--- src/design/knr_fifo.sv ---
// Small register-based queue with registered storage and count-based flags.
`timescale 1ns / 1ps
module knr_fifo #(
  parameter int WIDTH = 8,
  parameter int DEPTH = 2
) (
  input  logic             clk,
  input  logic             rst_n,
  input  logic             wr_en,
  input  logic [WIDTH-1:0] wr_data,
  input  logic             rd_en,
  output logic [WIDTH-1:0] rd_data,
  output logic             full,
  output logic             empty
);

  localparam int PW = (DEPTH > 1) ? $clog2(DEPTH) : 1;
  localparam int CW = $clog2(DEPTH + 1);

  logic [WIDTH-1:0] mem_r [DEPTH];
  logic [PW-1:0]    wr_ptr_r, wr_ptr_nxt;
  logic [PW-1:0]    rd_ptr_r, rd_ptr_nxt;
  logic [CW-1:0]    count_r, count_nxt;
  logic             do_wr, do_rd;

  assign full  = (count_r == CW'(DEPTH));
  assign empty = (count_r == '0);
  assign do_wr = wr_en && !full;
  assign do_rd = rd_en && !empty;
  assign rd_data = mem_r[rd_ptr_r];

  always_comb begin
    wr_ptr_nxt = wr_ptr_r;
    rd_ptr_nxt = rd_ptr_r;
    count_nxt  = count_r;
    if (do_wr) begin
      wr_ptr_nxt = (wr_ptr_r == PW'(DEPTH - 1)) ? '0 : wr_ptr_r + 1'b1;
    end
    if (do_rd) begin
      rd_ptr_nxt = (rd_ptr_r == PW'(DEPTH - 1)) ? '0 : rd_ptr_r + 1'b1;
    end
    if (do_wr && !do_rd) count_nxt = count_r + 1'b1;
    else if (do_rd && !do_wr) count_nxt = count_r - 1'b1;
  end

  always_ff @(posedge clk) begin
    if (!rst_n) begin
      wr_ptr_r <= '0;
      rd_ptr_r <= '0;
      count_r  <= '0;
    end else begin
      wr_ptr_r <= wr_ptr_nxt;
      rd_ptr_r <= rd_ptr_nxt;
      count_r  <= count_nxt;
    end
  end

  always_ff @(posedge clk) begin
    if (do_wr) mem_r[wr_ptr_r] <= wr_data;
  end

endmodule

--- config.mk ---
export PLATFORM = sky130hd
export DESIGN_NAME = knr_fifo
export DESIGN_NICKNAME = d
export VERILOG_FILES = /design/src/design/knr_fifo.sv
export SDC_FILE = /design/constraint.sdc
export NUM_CORES = 1
export LEC_CHECK = 0
export ABC_AREA = 1
export ABC_CLOCK_PERIOD_IN_PS = 1280
export BUFFER_PORTS_ARGS = -buffer_cell sky130_fd_sc_hd__buf_2
export CAP_MARGIN = 20
export CORE_MARGIN = 4
export CORE_UTILIZATION = 44
export DETAILED_ROUTE_END_ITERATION = 10
export PLACE_DENSITY = 0.82
export SETUP_SLACK_MARGIN = 0.1
export SLEW_MARGIN = 5
export SYNTH_ARGS = -nofsm -noshare
export SYNTH_HDL_FRONTEND = slang
export SYNTH_SLANG_ARGS = --single-unit
--- constraint.sdc ---
create_clock -name clk -period 1.28 [get_ports clk]
set_clock_uncertainty 0.1 [all_clocks]
set_input_delay 0 -clock clk [delete_from_list [all_inputs] [get_ports clk]]
set_output_delay 0 -clock clk [all_outputs]
set_load 0.03 [all_outputs]
==> impl_metrics.yaml <==
placed_design:
  post_dp_cell_area_sq_um: 1030
  io_buffers: 21
  dp_hpwl_microns: 1130
  numPlacedInstances: 114
  globalplace.congestion: 0.748
status:
  violations: "setup timing"
  status: "finished with violations"
power:
  p_per_area_nw_per_um2: 1930
  p_leak_nw: 0.538
  ir_drop_mv: 1.33
logic_synthesis:
  ys_warn_count: 0
  ys_types: 15
  syn_nets: 76
  syn-instance-count: 63
  synth_area_leaders: "edfxtp_1 (58%), dfxtp_1 (12%), mux2_2 (11%)"
  yosysSeqAreaShare_pct: 70.5
  synth_area_leader_cell: "edfxtp_1"
  ys_ff_latch: 21
  avgSynthCellArea_sq_um: 13.1
  synth.cell_area_sq_um: 823
  synth_top_area_share_pct: 58.4
timing:
  fin_ws_ns: -0.0350
  fmax_ghz: 0.760
  whs_ns: 0.0301
  relSlewSlack_pct: 88.2
  finalMaxSlewViolations: 0
  finalHoldViolations: 0
  setup-violations-final: 10
  worstMarginPinSlew_ns: 0.175
  finalCriticalPeriod_ns: 1.32
  fin_crit_sh_pct: 103
  rsz0062_at_grt: "true"
clocking:
  clkSinkCount: 21
  htree_levels: 1
  clock_latency_ns: 0.30
  cts_root_buf: "clkbuf_4"
  cts_tree: "yes"
  clockBufferDepth: 2
  cts_buffers: 3
  clk_pin_slew_worst_paths_ns: 0.12
floorplan:
  start_util_pct: 47.2
  fp-row-count: 15
  die_area_sq_um: 2630
  core_region_area_sq_um: 1750
  boundaryPins: 22
  dieHeight_microns: 51.3
  die_w_microns: 51.3
critical_path:
  end_kind: "primary output"
  worstPathCellList: "mux2_4, buf_6"
  startpoint_type: "register"
  worstSetupPathType: "register to primary output"
  crit_fanout: 8
  cp_top_family: "flip-flops"
  worst-path-buf-inv: 1
  cp_slowest_stage_delay_ns: 0.46
  worstPathRequired_ns: 1.18
  slowest_stage: "dfxtp_4"
  arrival_ns: 1.22
global_route:
  grt_pass1_wl_microns: 2810
  grt_max_degree: 13
  grt_pass1_vias: 678
  grt_overflow_total: 0
  antenna_found_initial: 0
  grt_usage_pct: 14.9
cells_and_area:
  fin_util_pct: 73.6
  finalNonFillerCells: 128
  diodes: 0
  layout.nets: 117
  syn_to_final_growth_pct: 56.1
  drive_gt1_share_pct: 54.4
  final_area_sq_um: 1280
drt:
  ant_nets: 0
  drt_first_pass_iters: 4
  vias: 597
  drt-total-wl_microns: 1660
  drt-wirelength-per-cell_microns: 13.0
  routed_via_density: 4.66
  route.detailed.drc: 0
  drt_iter0_drc: 10
hold_path:
  min_path_type: "input port to register"
run:
  maxCapViolCount: 0
-- placed cells by master (no fill, tap or decap), drive strengths merged --
cell type	count
a21oi	1
buf	28
clkbuf	3
clkinv	1
dfxtp	5
dlygate4sd3	9
edfxtp	16
ha	1
inv	9
mux2	8
nand2	6
nand3	1
nand4	1
nor2	11
o21ai	3
-- flip-flops by register name (all words and copies together) (netlist names), named ones only --
name and cells:
count_r 2, mem_r 16, rd_ptr_r 1, wr_ptr_r 1
-- synth_stat cells, drive strengths merged --
master and number:
nor2 11, inv 9, nand2 6, a21oi 1, nand4 1, dfxtp 5
ha 1, edfxtp 16, nand3 1, mux2 8, o21ai 3, buf 1
-- worst min-delay path, stage by stage --
cell and delay [ns]:
buf_2 0.09, o21ai_2 0.06, inv_2 0.06, ha_4 0.14
a21oi_1 0.05
-- report_power, final --
group / internal [mW] / switching, mW
sequential: 0.893 / 0.112
clock: 0.116 / 0.196
combinational: 0.558 / 0.604
total: 1.57 / 0.912
-- timing repair --
| action | 4_1_cts | 5_1_grt |
|---|---|---|
| pin swaps | 5 | 1 |
| buffers inserted | 2 | 0 |
| endpoints found under the setup margin | 27 | 28 |
| hold buffers | 9 | 0 |
| gates resized for setup | 38 | 2 |
| endpoints found under the hold margin | 21 | 0 |
-- kinds of logic (layout without fill, tap and decap cells) --
family / Yosys count / after routing / share of synthesized area, %
flops: 21 / 21 / 70.5
compound gates: 4 / 4 / 2.89
fa+ha+maj: 1 / 1 / 1.52
mux: 8 / 8 / 10.9
buf+inv: 10 / 50 / 4.71
simple gates: 19 / 19 / 9.42
-- cell type report --
| cell class | instances | area, sq um |
|---|---|---|
| flip-flops and latches | 21 | 592 |
| fillers | 118 | 460 |
| repair buffers | 37 | 312 |
| multi-input cells | 32 | 287 |
| inverters | 9 | 36.3 |
| well taps | 25 | 31.3 |
| clock buffers | 3 | 22.5 |
| clock inverters | 1 | 5.00 |
-- metrics by stage --
step | TNS, ns | power, mW | setup slack, ns
after detailed placement | -0.171 | 1.88 | -0.0916
after floorplan | -0.591 | 1.60 | -0.0595
after CTS | -1.07 | 2.49 | -0.0471
after global placement | -0.0215 | 1.83 | -0.0215
after global routing | -1.18 | 2.62 | -0.110
final | -0.302 | 2.48 | -0.0350
-- worst paths after layout --
check                           startpoint         end  slack, ns  cells after the start
worst max-delay path              register  rd_data[2]      -0.04                      2
worst min-delay path                 wr_en  count_r[0]       0.03                      5
worst max register to register  count_r[1]  count_r[1]      -0.04                      9
worst min register to register    rd_ptr_r    register       0.43                      2
-- layer usage --
layer / wire, microns / vias up / track usage [%] / share of wire [%]
met2: 932 / 17 / 30.5 / 56
met1: 629 / 284 / 13.7 / 38
met5: 0 / - / 0 / 0
li1: - / 294 / - / -
met4: 10 / 0 / 6.99 / 0.60
met3: 87 / 2 / 2.92 / 5.2
Power figures use the tool's default switching activity.
