### src/design/knr_pkg.sv
// Shared types and constants for the K-out-of-N reliability block.
`timescale 1ns / 1ps
package knr_pkg;

  localparam int VAL_W  = 17;
  localparam int KCFG_W = 6;
  localparam int PROD_W = 2 * VAL_W;

  localparam logic [VAL_W-1:0]  ONE_Q16  = 17'd65536;
  localparam logic [PROD_W:0]   HALF_Q16 = 35'd32768;

  localparam int ITEM_Q_DEPTH = 2;
  localparam int RES_Q_DEPTH  = 2;

  // Register index taken from paddr[2]
  localparam logic REG_MIN_WORKING = 1'b0;

  typedef struct packed {
    logic [VAL_W-1:0]  p;
    logic [VAL_W-1:0]  q;
    logic [KCFG_W-1:0] k;
    logic              last;
  } knr_item_t;

  // Clamp a widened Q1.16 value to 1.0
  function automatic logic [VAL_W-1:0] sat_q16(input logic [VAL_W+1:0] v);
    logic [VAL_W-1:0] r;
    if (v > {2'b00, ONE_Q16}) r = ONE_Q16;
    else r = v[VAL_W-1:0];
    return r;
  endfunction

endpackage

### src/design/knr_front.sv
// Front end: configuration register, input acceptance and item classification.
`timescale 1ns / 1ps
module knr_front import knr_pkg::*; #(
  parameter int MAX_K = 32
) (
  input  logic              clk,
  input  logic              rst_n,
  // configuration port
  input  logic              psel,
  input  logic              penable,
  input  logic              pwrite,
  input  logic [2:0]        paddr,
  input  logic [31:0]       pwdata,
  output logic [31:0]       prdata,
  output logic              pready,
  // input channel
  input  logic              push,
  output logic              full,
  input  logic [VAL_W-1:0]  in_component_reliability,
  input  logic              in_last_component,
  // item queue side
  input  logic              item_full,
  output logic              item_wr,
  output knr_item_t         item_data
);

  logic [KCFG_W-1:0] min_working_r, min_working_nxt;
  logic              reg_hit;
  logic [VAL_W-1:0]  p_sat;

  assign pready  = 1'b1;
  assign reg_hit = (paddr[2] == REG_MIN_WORKING);
  assign prdata  = reg_hit ? {{(32-KCFG_W){1'b0}}, min_working_r} : '0;

  always_comb begin
    min_working_nxt = min_working_r;
    if (psel && penable && pwrite && pready && reg_hit) begin
      min_working_nxt = pwdata[KCFG_W-1:0];
    end
  end

  always_ff @(posedge clk) begin
    if (!rst_n) begin
      min_working_r <= KCFG_W'(1);
    end else begin
      min_working_r <= min_working_nxt;
    end
  end

  // Clamp p to 1.0 and K to the table size
  assign p_sat = (in_component_reliability > ONE_Q16) ? ONE_Q16 : in_component_reliability;

  always_comb begin
    item_data.p    = p_sat;
    item_data.q    = ONE_Q16 - p_sat;
    item_data.last = in_last_component;
    if ({{(32-KCFG_W){1'b0}}, min_working_r} > 32'(MAX_K)) begin
      item_data.k = KCFG_W'(MAX_K);
    end else begin
      item_data.k = min_working_r;
    end
  end

  assign full    = item_full;
  assign item_wr = push && !item_full;

endmodule

### config.mk
export PLATFORM = sky130hd
export DESIGN_NAME = knr_front
export DESIGN_NICKNAME = d
export VERILOG_FILES = /design/src/design/knr_pkg.sv /design/src/design/knr_front.sv
export SDC_FILE = /design/constraint.sdc
export NUM_CORES = 1
export LEC_CHECK = 0
export ABC_AREA = 1
export BUFFER_PORTS_ARGS = -buffer_cell sky130_fd_sc_hd__buf_4
export CORE_MARGIN = 8
export CORE_UTILIZATION = 36
export DETAILED_ROUTE_END_ITERATION = 16
export GPL_TIMING_DRIVEN = 0
export PLACE_DENSITY = 0.87
export SETUP_SLACK_MARGIN = 0.15
export SYNTH_ARGS = -nofsm -noshare
export SYNTH_HDL_FRONTEND = slang
export SYNTH_SLANG_ARGS = --single-unit
### constraint.sdc
create_clock -name clk -period 3.7 [get_ports clk]
set_input_delay 0.185 -clock clk [delete_from_list [all_inputs] [get_ports clk]]
set_output_delay 0.185 -clock clk [all_outputs]
set_load 0.01 [all_outputs]
==> results.ini, run 1 <==
[setup_path]
cp_slowest_cell=ha_1
critPathMostFrequentCell=nand2_1
worstPathMaxFanout=10
start_kind=input pin
crit_chain=buf_4 -> nor2_1 -> nand2_1 -> nor2_1 -> nand2_1 -> nand2_2 -> buf_6 -> buf_6 -> nand2_1 -> ha_1 -> nand2_1 -> nor2_4 -> xor2_1 -> buf_4
cpLargestDelayFamily=simple AND/OR/NAND/NOR gates
required_ps=3510
critical_path_buf_inv_count=4
worstSetupPathType=input pin to primary output
worstPathArrival_ps=1940
max_stage_delay_ps=220
crit_path_end_kind=primary output

[die]
chipWidth_um=72.4
core_um2=3050
rows=20
initial_utilization_pct=37.5
die-area_um2=5250
die_h_um=72.4
boundaryPins=136

[placed_design]
port_buffers=79
place_congestion=0.873
hpwl_um=3360
dp_slack_ps=1580
placedCellCount=352

[clock_tree]
cts_resized=0
clockBufferDepth=2
cts-root-buf=clkbuf_4
numCtsBuffers=3
post_cts_buffers=0
clk_pin_slew_ps=50
clk_latency_ps=250
cts_hold_buf=0
cts_num_sinks=6
cts_tree=built
h-tree-depth=1

[layout]
antenna_cells=0
layout-drive-gt1-share_pct=41.5
largest_reg_flops=6
regMostFlops=min_working_r
reg_top3=min_working_r (6)
area_delta_synth_final_pct=66.7
instances_no_fill=355
final_nets=374

[global_routing]
antenna_found_initial=0
met3_usage_pct=6.06
grt-busiest-layer=met2
grt_use_total_pct=13.7
grt_pass1_vias=1399
use_met2_pct=23.3
grt.met1_usage_pct=15.2
grt_pass1_wl_um=6030
grt_overflow=0
grt_max_degree=11

[sta]
skew_ps=0
grt_setup_unrepaired=false
slew_viol_final=0
timing.fmax_mhz=470
worst_pin_slew_ps=535
fin_ws_ps=1570
setup_violations=0
hold_violations=0
fin_setup_tns_ps=0
slew_headroom_pct=64.1
final.period_utilization_pct=57.5
finalCriticalPeriod_ps=2130

[logic_synthesis]
synth_mux_area_share_pct=0
syn_inst=204
synth-seq-cells=6
synth_area_um2=1150
synth_cell_type_count=27
avgSynthCellArea_um2=5.62
synthAdderAreaFrac_pct=1.09
yosys.area_share.simple_pct=34.7
synth_compound_area_share_pct=14.3
seq_area_frac_synth_pct=10.5
synth_top_family_by_area=simple AND/OR/NAND/NOR gates
synthXorXnorAreaFrac_pct=5.35
ys.warnings.count=0

[power]
p_switching_w=0.000137
pwr-share-comb_pct=62.4
p_seq_share_pct=19.5
ir_drop_uv=134
leakage_nw=1.16
intPower_w=0.000212
power_density_nw_per_um2=183
p_sw_share_pct=39.3
clockPowerShare_pct=18.1

[routing]
drt-total-wl_um=3790
num_vias=1482
wl_per_cell_um=10.7
drcViolationCount=0
vias_per_cell=4.17
ant_nets=0
drt_first_pass_iters=4
drtIter0Drc=38

[worst_hold_path]
min_path_type=input pin to flip-flop

[outcome]
status=finished clean

[job]
maxCapViolations=0

## power by group through the flow
stage | Sequential, W | Combinational (W) | Clock [W]
finish | 0.0000683 | 0.000218 | 0.0000634
CTS | 0.0000684 | 0.000218 | 0.0000646
global route | 0.0000685 | 0.000240 | 0.0000661
detailed placement | 0.0000696 | 0.000218 | 0
floorplan | 0.0000692 | 0.000120 | 0
global placement | 0.0000694 | 0.000215 | 0
## layout make-up
| cell class | instances | area, um^2 |
|---|---|---|
| Inverter | 31 | 116 |
| Timing Repair Buffer | 79 | 593 |
| Sequential cell | 6 | 120 |
| Clock buffer | 3 | 22.5 |
| Buffer | 35 | 267 |
| Fill cell | 313 | 1140 |
| Multi-Input combinational cell | 157 | 737 |
| Tap cell | 44 | 55.1 |
## kinds of logic (layout without fill, tap and decap cells)
group	Yosys count	count (layout)
adders and majority gates	1	1
other	2	27
DFF	6	6
and+or+nand+nor	95	95
AOI/OAI and AO/OA	27	27
xor gates and xnor gates	7	7
buffers and inverters	66	148
## placed cells by master (no fill, tap or decap), types with 2 or more instances in the layout
cell type / n
nand3_1: 7
o21ai_2: 3
clkbuf_4: 3
dfxtp_1: 6
buf_4: 109
conb_1: 27
nand2_2: 3
o21ai_0: 8
nand2_1: 51
nor2_1: 28
clkbuf_1: 2
o31ai_1: 3
clkinv_1: 4
inv_2: 4
o21ai_1: 6
inv_1: 23
buf_6: 3
a21oi_1: 5
xor2_1: 7
## path summary, 6_finish.rpt
path                            slack [ps]                          start  cells after the start                            end
worst max-delay path                  1570   in_component_reliability[11]                     14                  item_data[15]
worst min-delay path                   180                      pwdata[0]                      3  min_working_r[0]$_SDFFE_PN1P_
worst max register to register        3050  min_working_r[0]$_SDFFE_PN1P_                      2  min_working_r[0]$_SDFFE_PN1P_
worst min register to register         500  min_working_r[4]$_SDFFE_PN0P_                      2  min_working_r[4]$_SDFFE_PN0P_
## tightest hold or removal path: stages
cell      delay [ps]
buf_4             80
nand2_1           50
o211ai_1          70
## cell usage after synthesis
library cell | instances | area share [%]
xor2_1 | 7 | 5.3
nor2_2 | 1 | 0.55
nand2_2 | 3 | 1.6
nand3_1 | 7 | 3.1
ha_1 | 1 | 1.1
a21oi_1 | 5 | 2.2
or2_1 | 1 | 0.55
o21ai_2 | 3 | 2.3
buf_6 | 3 | 2.9
dfxtp_1 | 6 | 10
clkinv_1 | 4 | 1.3
o211ai_1 | 1 | 0.66
conb_1 | 2 | 0.66
nand2_1 | 51 | 17
o21ai_0 | 8 | 3.5
nand2_4 | 1 | 0.98
nor2_4 | 1 | 0.98
o31ai_2 | 1 | 1.1
and3_1 | 1 | 0.55
clkbuf_1 | 2 | 0.66
o31ai_1 | 3 | 2.0
inv_1 | 23 | 7.5
and2_1 | 1 | 0.55
nor2_1 | 28 | 9.2
o21ai_1 | 6 | 2.6
buf_4 | 30 | 20
inv_2 | 4 | 1.3
## through the flow
stage / total power [W] / util, % / area, um^2 / hold slack, ps
final: 0.000350 / 62.6 / 1910 / 175
after global routing: 0.000375 / 62.6 / 1910 / 186
after CTS: 0.000351 / 62.6 / 1910 / 164
after detailed placement: 0.000287 / 61.8 / 1890 / 424
after global placement: 0.000285 / 61.8 / 1890 / 421
after floorplan: 0.000189 / - / 1240 / 284
## layer usage
metal / vias up / routed length [um]
li1: 780 / -
met1: 616 / 1560
met2: 79 / 1720
met3: 7 / 458
met4: 0 / 39
met5: - / 0
Power figures use the tool's default switching activity.
==> run 2: changes to the inputs <==
--- a/config.mk
+++ b/config.mk
@@ -5,13 +5,13 @@
 export SDC_FILE = /design/constraint.sdc
 export NUM_CORES = 1
 export LEC_CHECK = 0
-export ABC_AREA = 1
+export ABC_AREA = 0
 export BUFFER_PORTS_ARGS = -buffer_cell sky130_fd_sc_hd__buf_4
 export CORE_MARGIN = 8
-export CORE_UTILIZATION = 36
+export CORE_UTILIZATION = 33
 export DETAILED_ROUTE_END_ITERATION = 16
 export GPL_TIMING_DRIVEN = 0
-export PLACE_DENSITY = 0.87
+export PLACE_DENSITY = 0.82
 export SETUP_SLACK_MARGIN = 0.15
 export SYNTH_ARGS = -nofsm -noshare
 export SYNTH_HDL_FRONTEND = slang
==> constraint.sdc (replaced) <==
create_clock -name clk -period 2 [get_ports clk]
set_input_delay 0.1 -clock clk [delete_from_list [all_inputs] [get_ports clk]]
set_output_delay 0.1 -clock clk [all_outputs]
set_load 0.01 [all_outputs]
==> results.ini, run 2 <==
[placed_design]
hpwl_um=3320
place_congestion=0.765
port_buffers=79
placedCellCount=296

[logic_synthesis]
synth_top_area_cell=buf_4
ys.flop_type=dfxtp_1
synth_area_um2=1100
synth_edf_count=0
synth_top_area_share_pct=20.5
ys.warnings.count=0
netlist_top_cells_area=buf_4 (20%), nor2b_1 (18%), dfxtp_1 (11%), mux2i_1 (5.5%), xnor2_1 (4.8%)
syn_inst=146
synthArstFlopShare_pct=0
avgSynthCellArea_um2=7.54
seq_area_frac_synth_pct=10.9
synth_most_common_cell=nor2b_1
synth_cell_type_count=43
ys_top_cells_by_count=nor2b_1 (31), buf_4 (30), nor2_1 (9)
synth-seq-cells=6

[layout]
instances_no_fill=298
seqCellArea_um2=120
multi_input_area_um2=818
regMostFlops=min_working_r
fin_util_pct=57.8
num-fill-cells=326
layout-drive-gt1-share_pct=50.8
final_common_cell=buf_4
antenna_cells=0
layout_common_cells=buf_4 (110), nor2b_1 (30), conb_1 (27)
area_delta_synth_final_pct=70.9
reg_top3=min_working_r (6)
largest_reg_flops=6
final_nets=315

[routing]
drt_first_pass_iters=4
routed.top_layer=met4
ant_nets=0
num_vias=1287
drt-total-wl_um=3780
drtIter0Drc=100
vias_per_cell=4.32
drt-met1-wl_um=1320
route.met3.wl_um=525
drcViolationCount=0
wl_per_cell_um=12.7
routed-wl-met2_um=1910

[clock_tree]
numCtsBuffers=3
cts_tree=built
clk_pin_slew_ps=50
h-tree-depth=1
clk_latency_ps=240
cts-root-buf=clkbuf_4
clockBufferDepth=2
cts_hold_buf=0
cts_num_sinks=6

[job]
maxCapViolations=0

[sta]
slew_viol_final=0
grt_setup_unrepaired=false
setup_violations=0
slew_headroom_pct=57.6
worst_pin_slew_ps=631
timing.fmax_mhz=579
hold_violations=0
finalCriticalPeriod_ps=1730
final.period_utilization_pct=86.4
skew_ps=0

[setup_path]
worstPathArrival_ps=1630
max_stage_delay_ps=460
required_ps=1900
r2r-end=min_working_r[5]$_SDFFE_PN0P_
crit_path_end_kind=primary output
crit_chain=buf_4 -> buf_8 -> nand2b_1 -> ha_1 -> buf_4 -> or3b_2 -> xor2_1 -> buf_4
critPathMostFrequentCell=buf_4
start_kind=input pin
r2r-start=min_working_r[5]$_SDFFE_PN0P_
reg2reg_depth=2
regToRegSetupSlack_ps=1260
worstSetupPathType=input pin to primary output
worstPathMaxFanout=12
cp_slowest_cell=or3b_2

[global_routing]
antenna_found_initial=0
grt_max_degree=13
grt_pass1_wl_um=5880
grt_pass1_vias=1314
grt_overflow=0
grt_use_total_pct=13.5

[die]
die-area_um2=5440
core_um2=3260
chipWidth_um=73.8
rows=21
boundaryPins=136
die_h_um=73.8
initial_utilization_pct=33.8

[worst_hold_path]
whs_path_depth=2
min-delay-start=rst_n
whs_endpoint=min_working_r[0]$_SDFFE_PN1P_
min_path_type=input pin to flip-flop

[outcome]
status=finished clean

[power]
p_sw_share_pct=35.9
power_density_nw_per_um2=318
clockPowerShare_pct=18.9
leakage_nw=0.992
intPower_w=0.000384
pwr-share-comb_pct=60.2
p_switching_w=0.000215
ir_drop_uv=216
p_seq_share_pct=20.9

run 2: cell types whose count changed after synthesis, sizes merged, moves of 5 or more:
cell,change
nand2,-53
o21ai,-12
mux2i,+6
nand3,-6
a21oi,-5
xor2,-6
nor2,-20
nor2b,+31
xnor2,+6
inv,-24
run 2: final cells by class:
class | instances | area share (%)
clock buffer | 3 | 1.20
inverter | 3 | 0.598
tap | 46 | 3.06
timing repair buffer | 79 | 31.5
sequential | 6 | 6.38
buffer | 35 | 13.8
multi-input combinational | 126 | 43.5
run 2: power by group through the flow:
stage,combinational [W],sequential (W),clock (W)
detailed placement,0.000354,0.000127,0
global route,0.000392,0.000125,0.000130
floorplan,0.000190,0.000126,0
finish,0.000360,0.000125,0.000113
CTS,0.000356,0.000125,0.000120
global placement,0.000350,0.000127,0
run 2: worst max path at each step:
stage | start | end | depth (start not counted)
after floorplan | in_component_reliability[16] | item_data[11] | 7
after global placement | in_component_reliability[16] | item_data[11] | 9
after detailed placement | in_component_reliability[16] | item_data[11] | 9
after CTS | in_component_reliability[16] | item_data[11] | 8
after global routing | in_component_reliability[4] | item_data[22] | 6
final | in_component_reliability[16] | item_data[11] | 8
run 2: metal layers:
layer	vias to the layer above	track usage [%]
li1	651	-
met1	571	12.5
met2	63	24.5
met3	2	6.96
met4	0	4.88
met5	-	0
run 2: logic make-up after synthesis:
kind of cell | synth area share [%]
AND/OR/NAND/NOR | 40.1
buffers and inverters | 23.5
flip-flops | 10.9
adder cells (fa/ha/maj) | 1.14
other | 0.682
XOR/XNOR | 5.57
multiplexers | 5.45
AO/OA/AOI/OAI | 12.6
run 2: critical path, delay by kind of cell:
family	cells	cell delay (ps)
buffers and inverters	4	620
adders and majority gates	1	150
and+or+nand+nor	2	590
xor gates and xnor gates	1	160
run 2: what timing repair did:
action	CTS	global route
gates resized for setup	2	6
buffers inserted	0	0
endpoints found under the hold margin	0	0
endpoints found under the setup margin	7	4
run 2: through the flow:
step / total power [W] / hold WS (ps) / TNS, ps / setup WS (ps) / cell area [um^2]
floorplan: 0.000316 / 162 / 0 / 215 / 1200
global placement: 0.000477 / 307 / -306 / -217 / 1850
detailed placement: 0.000481 / 310 / -434 / -227 / 1850
CTS: 0.000601 / 44.9 / 0 / 165 / 1870
global route: 0.000648 / 50.5 / 0 / 153 / 1880
finish: 0.000598 / 52.9 / 0 / 273 / 1880
==> run 3: changes to the inputs <==
--- a/config.mk
+++ b/config.mk
@@ -12,6 +12,7 @@
 export DETAILED_ROUTE_END_ITERATION = 16
 export GPL_TIMING_DRIVEN = 0
 export PLACE_DENSITY = 0.82
+export RECOVER_POWER = 25
 export SETUP_SLACK_MARGIN = 0.15
 export SYNTH_ARGS = -nofsm -noshare
 export SYNTH_HDL_FRONTEND = slang
==> results.ini, run 3 (same netlist as run 2, synthesis figures left out) <==
[global_routing]
grt_pass1_wl_um=5880
grt_pass1_vias=1314
grt-busiest-layer=met2
grt_overflow=0
antenna_found_initial=0
grt_use_total_pct=13.5
use_met2_pct=24.5
met3_usage_pct=6.96
grt.met1_usage_pct=12.5
grt_max_degree=13

[outcome]
status=finished clean

[setup_path]
start_kind=input pin
crit_start=in_component_reliability[16]
crit_path_end_kind=primary output
critPathMostFrequentCell=buf_4
required_ps=1900
r2r-end=min_working_r[5]$_SDFFE_PN0P_
worstPathMaxFanout=12
cpLargestDelayFamily=buffers and inverters
critical_path_buf_inv_count=4
crit_chain=buf_4 -> buf_8 -> nand2b_1 -> ha_1 -> buf_4 -> or3b_2 -> xor2_1 -> buf_4
regToRegSetupSlack_ps=1260
worstSetupPathType=input pin to primary output
cp_slowest_cell=or3b_2
worstPathArrival_ps=1630
max_stage_delay_ps=460
reg2reg_depth=2
r2r-start=min_working_r[5]$_SDFFE_PN0P_

[sta]
grt_setup_unrepaired=false
final.period_utilization_pct=86.6
worst_pin_slew_ps=631
slew_viol_final=0
slew_headroom_pct=57.6
fin_setup_tns_ps=0
finalCriticalPeriod_ps=1730
hold_violations=0
skew_ps=0
timing.fmax_mhz=578
setup_violations=0

[clock_tree]
cts_hold_buf=0
clk_pin_slew_ps=50
clockBufferDepth=2
clk_latency_ps=240
h-tree-depth=1
cts_tree=built
cts_num_sinks=6
cts-root-buf=clkbuf_4
numCtsBuffers=3

[routing]
drt_first_pass_iters=4
num_vias=1287
ant_nets=0
wl_per_cell_um=12.7
vias_per_cell=4.32
drt-total-wl_um=3790
drcViolationCount=0
drtIter0Drc=98

[layout]
largest_reg_flops=6
final_common_cell=buf_4
layout-drive-gt1-share_pct=46.4
layout_common_cells=buf_4 (99), nor2b_1 (30), conb_1 (27)
regMostFlops=min_working_r
antenna_cells=0
instances_no_fill=298
area_delta_synth_final_pct=67.2
final_nets=315
reg_top3=min_working_r (6)

[power]
ir_drop_uv=216
leakage_nw=0.950
power.total_w=0.000589
power_density_nw_per_um2=320

[placed_design]
hpwl_um=3320
place_congestion=0.765
port_buffers=79
placedCellCount=296

[die]
initial_utilization_pct=33.8
core_um2=3260
die-area_um2=5440
rows=21
chipWidth_um=73.8
die_h_um=73.8
boundaryPins=136

[worst_hold_path]
whs_path_depth=2
whs_endpoint=min_working_r[0]$_SDFFE_PN1P_
min_path_type=input pin to flip-flop
min-delay-start=rst_n

[job]
maxCapViolations=0

[run 3: worst max-delay path by stage]
stage / slack (ps) / cells after the start / to
after detailed placement: -230 / 9 / item_data[11]
after CTS: 170 / 8 / item_data[11]
after global placement: -220 / 9 / item_data[11]
after floorplan: 210 / 7 / item_data[11]
after global routing: 150 / 6 / item_data[22]
final: 270 / 8 / item_data[11]
[run 3: metal layers]
layer  part of all wire, %  wire length [um]
met1                    36              1350
met2                    50              1900
met3                    14               519
met4                  0.55                21
met5                     0                 0
[run 3: what timing repair did]
| item | 4_1_cts | 5_1_grt |
|---|---|---|
| setup endpoints to repair | 7 | 4 |
| cloned | 0 | 0 |
| endpoints found under the hold margin | 0 | 0 |
| pin swaps | 0 | 0 |
| buffers inserted | 0 | 0 |
| gates resized for setup | 2 | 6 |
[run 3: area by class of cell]
type | count | area, um^2
sequential | 6 | 120
tap | 46 | 57.6
inverter | 3 | 11.3
clock buffer | 3 | 22.5
fill | 339 | 1420
timing repair buffer | 79 | 552
multi-input combinational | 126 | 818
buffer | 35 | 259
[run 3: where the power goes]
part           total (W)  internal (W)  switching, W
Combinational   0.000351      0.000184      0.000167
Clock           0.000113     0.0000680     0.0000452
Sequential      0.000125      0.000123    0.00000236
Total           0.000589      0.000375      0.000215
[run 3: metrics by stage]
step	worst slack [ps]	utilization, %	instance area (um^2)	hold slack, ps
after detailed placement	-227	56.7	1850	310
after global routing	153	56.5	1840	50.5
after CTS	165	57.5	1870	44.9
final	268	56.5	1840	52.9
after global placement	-217	56.7	1850	307
after floorplan	215	-	1200	162
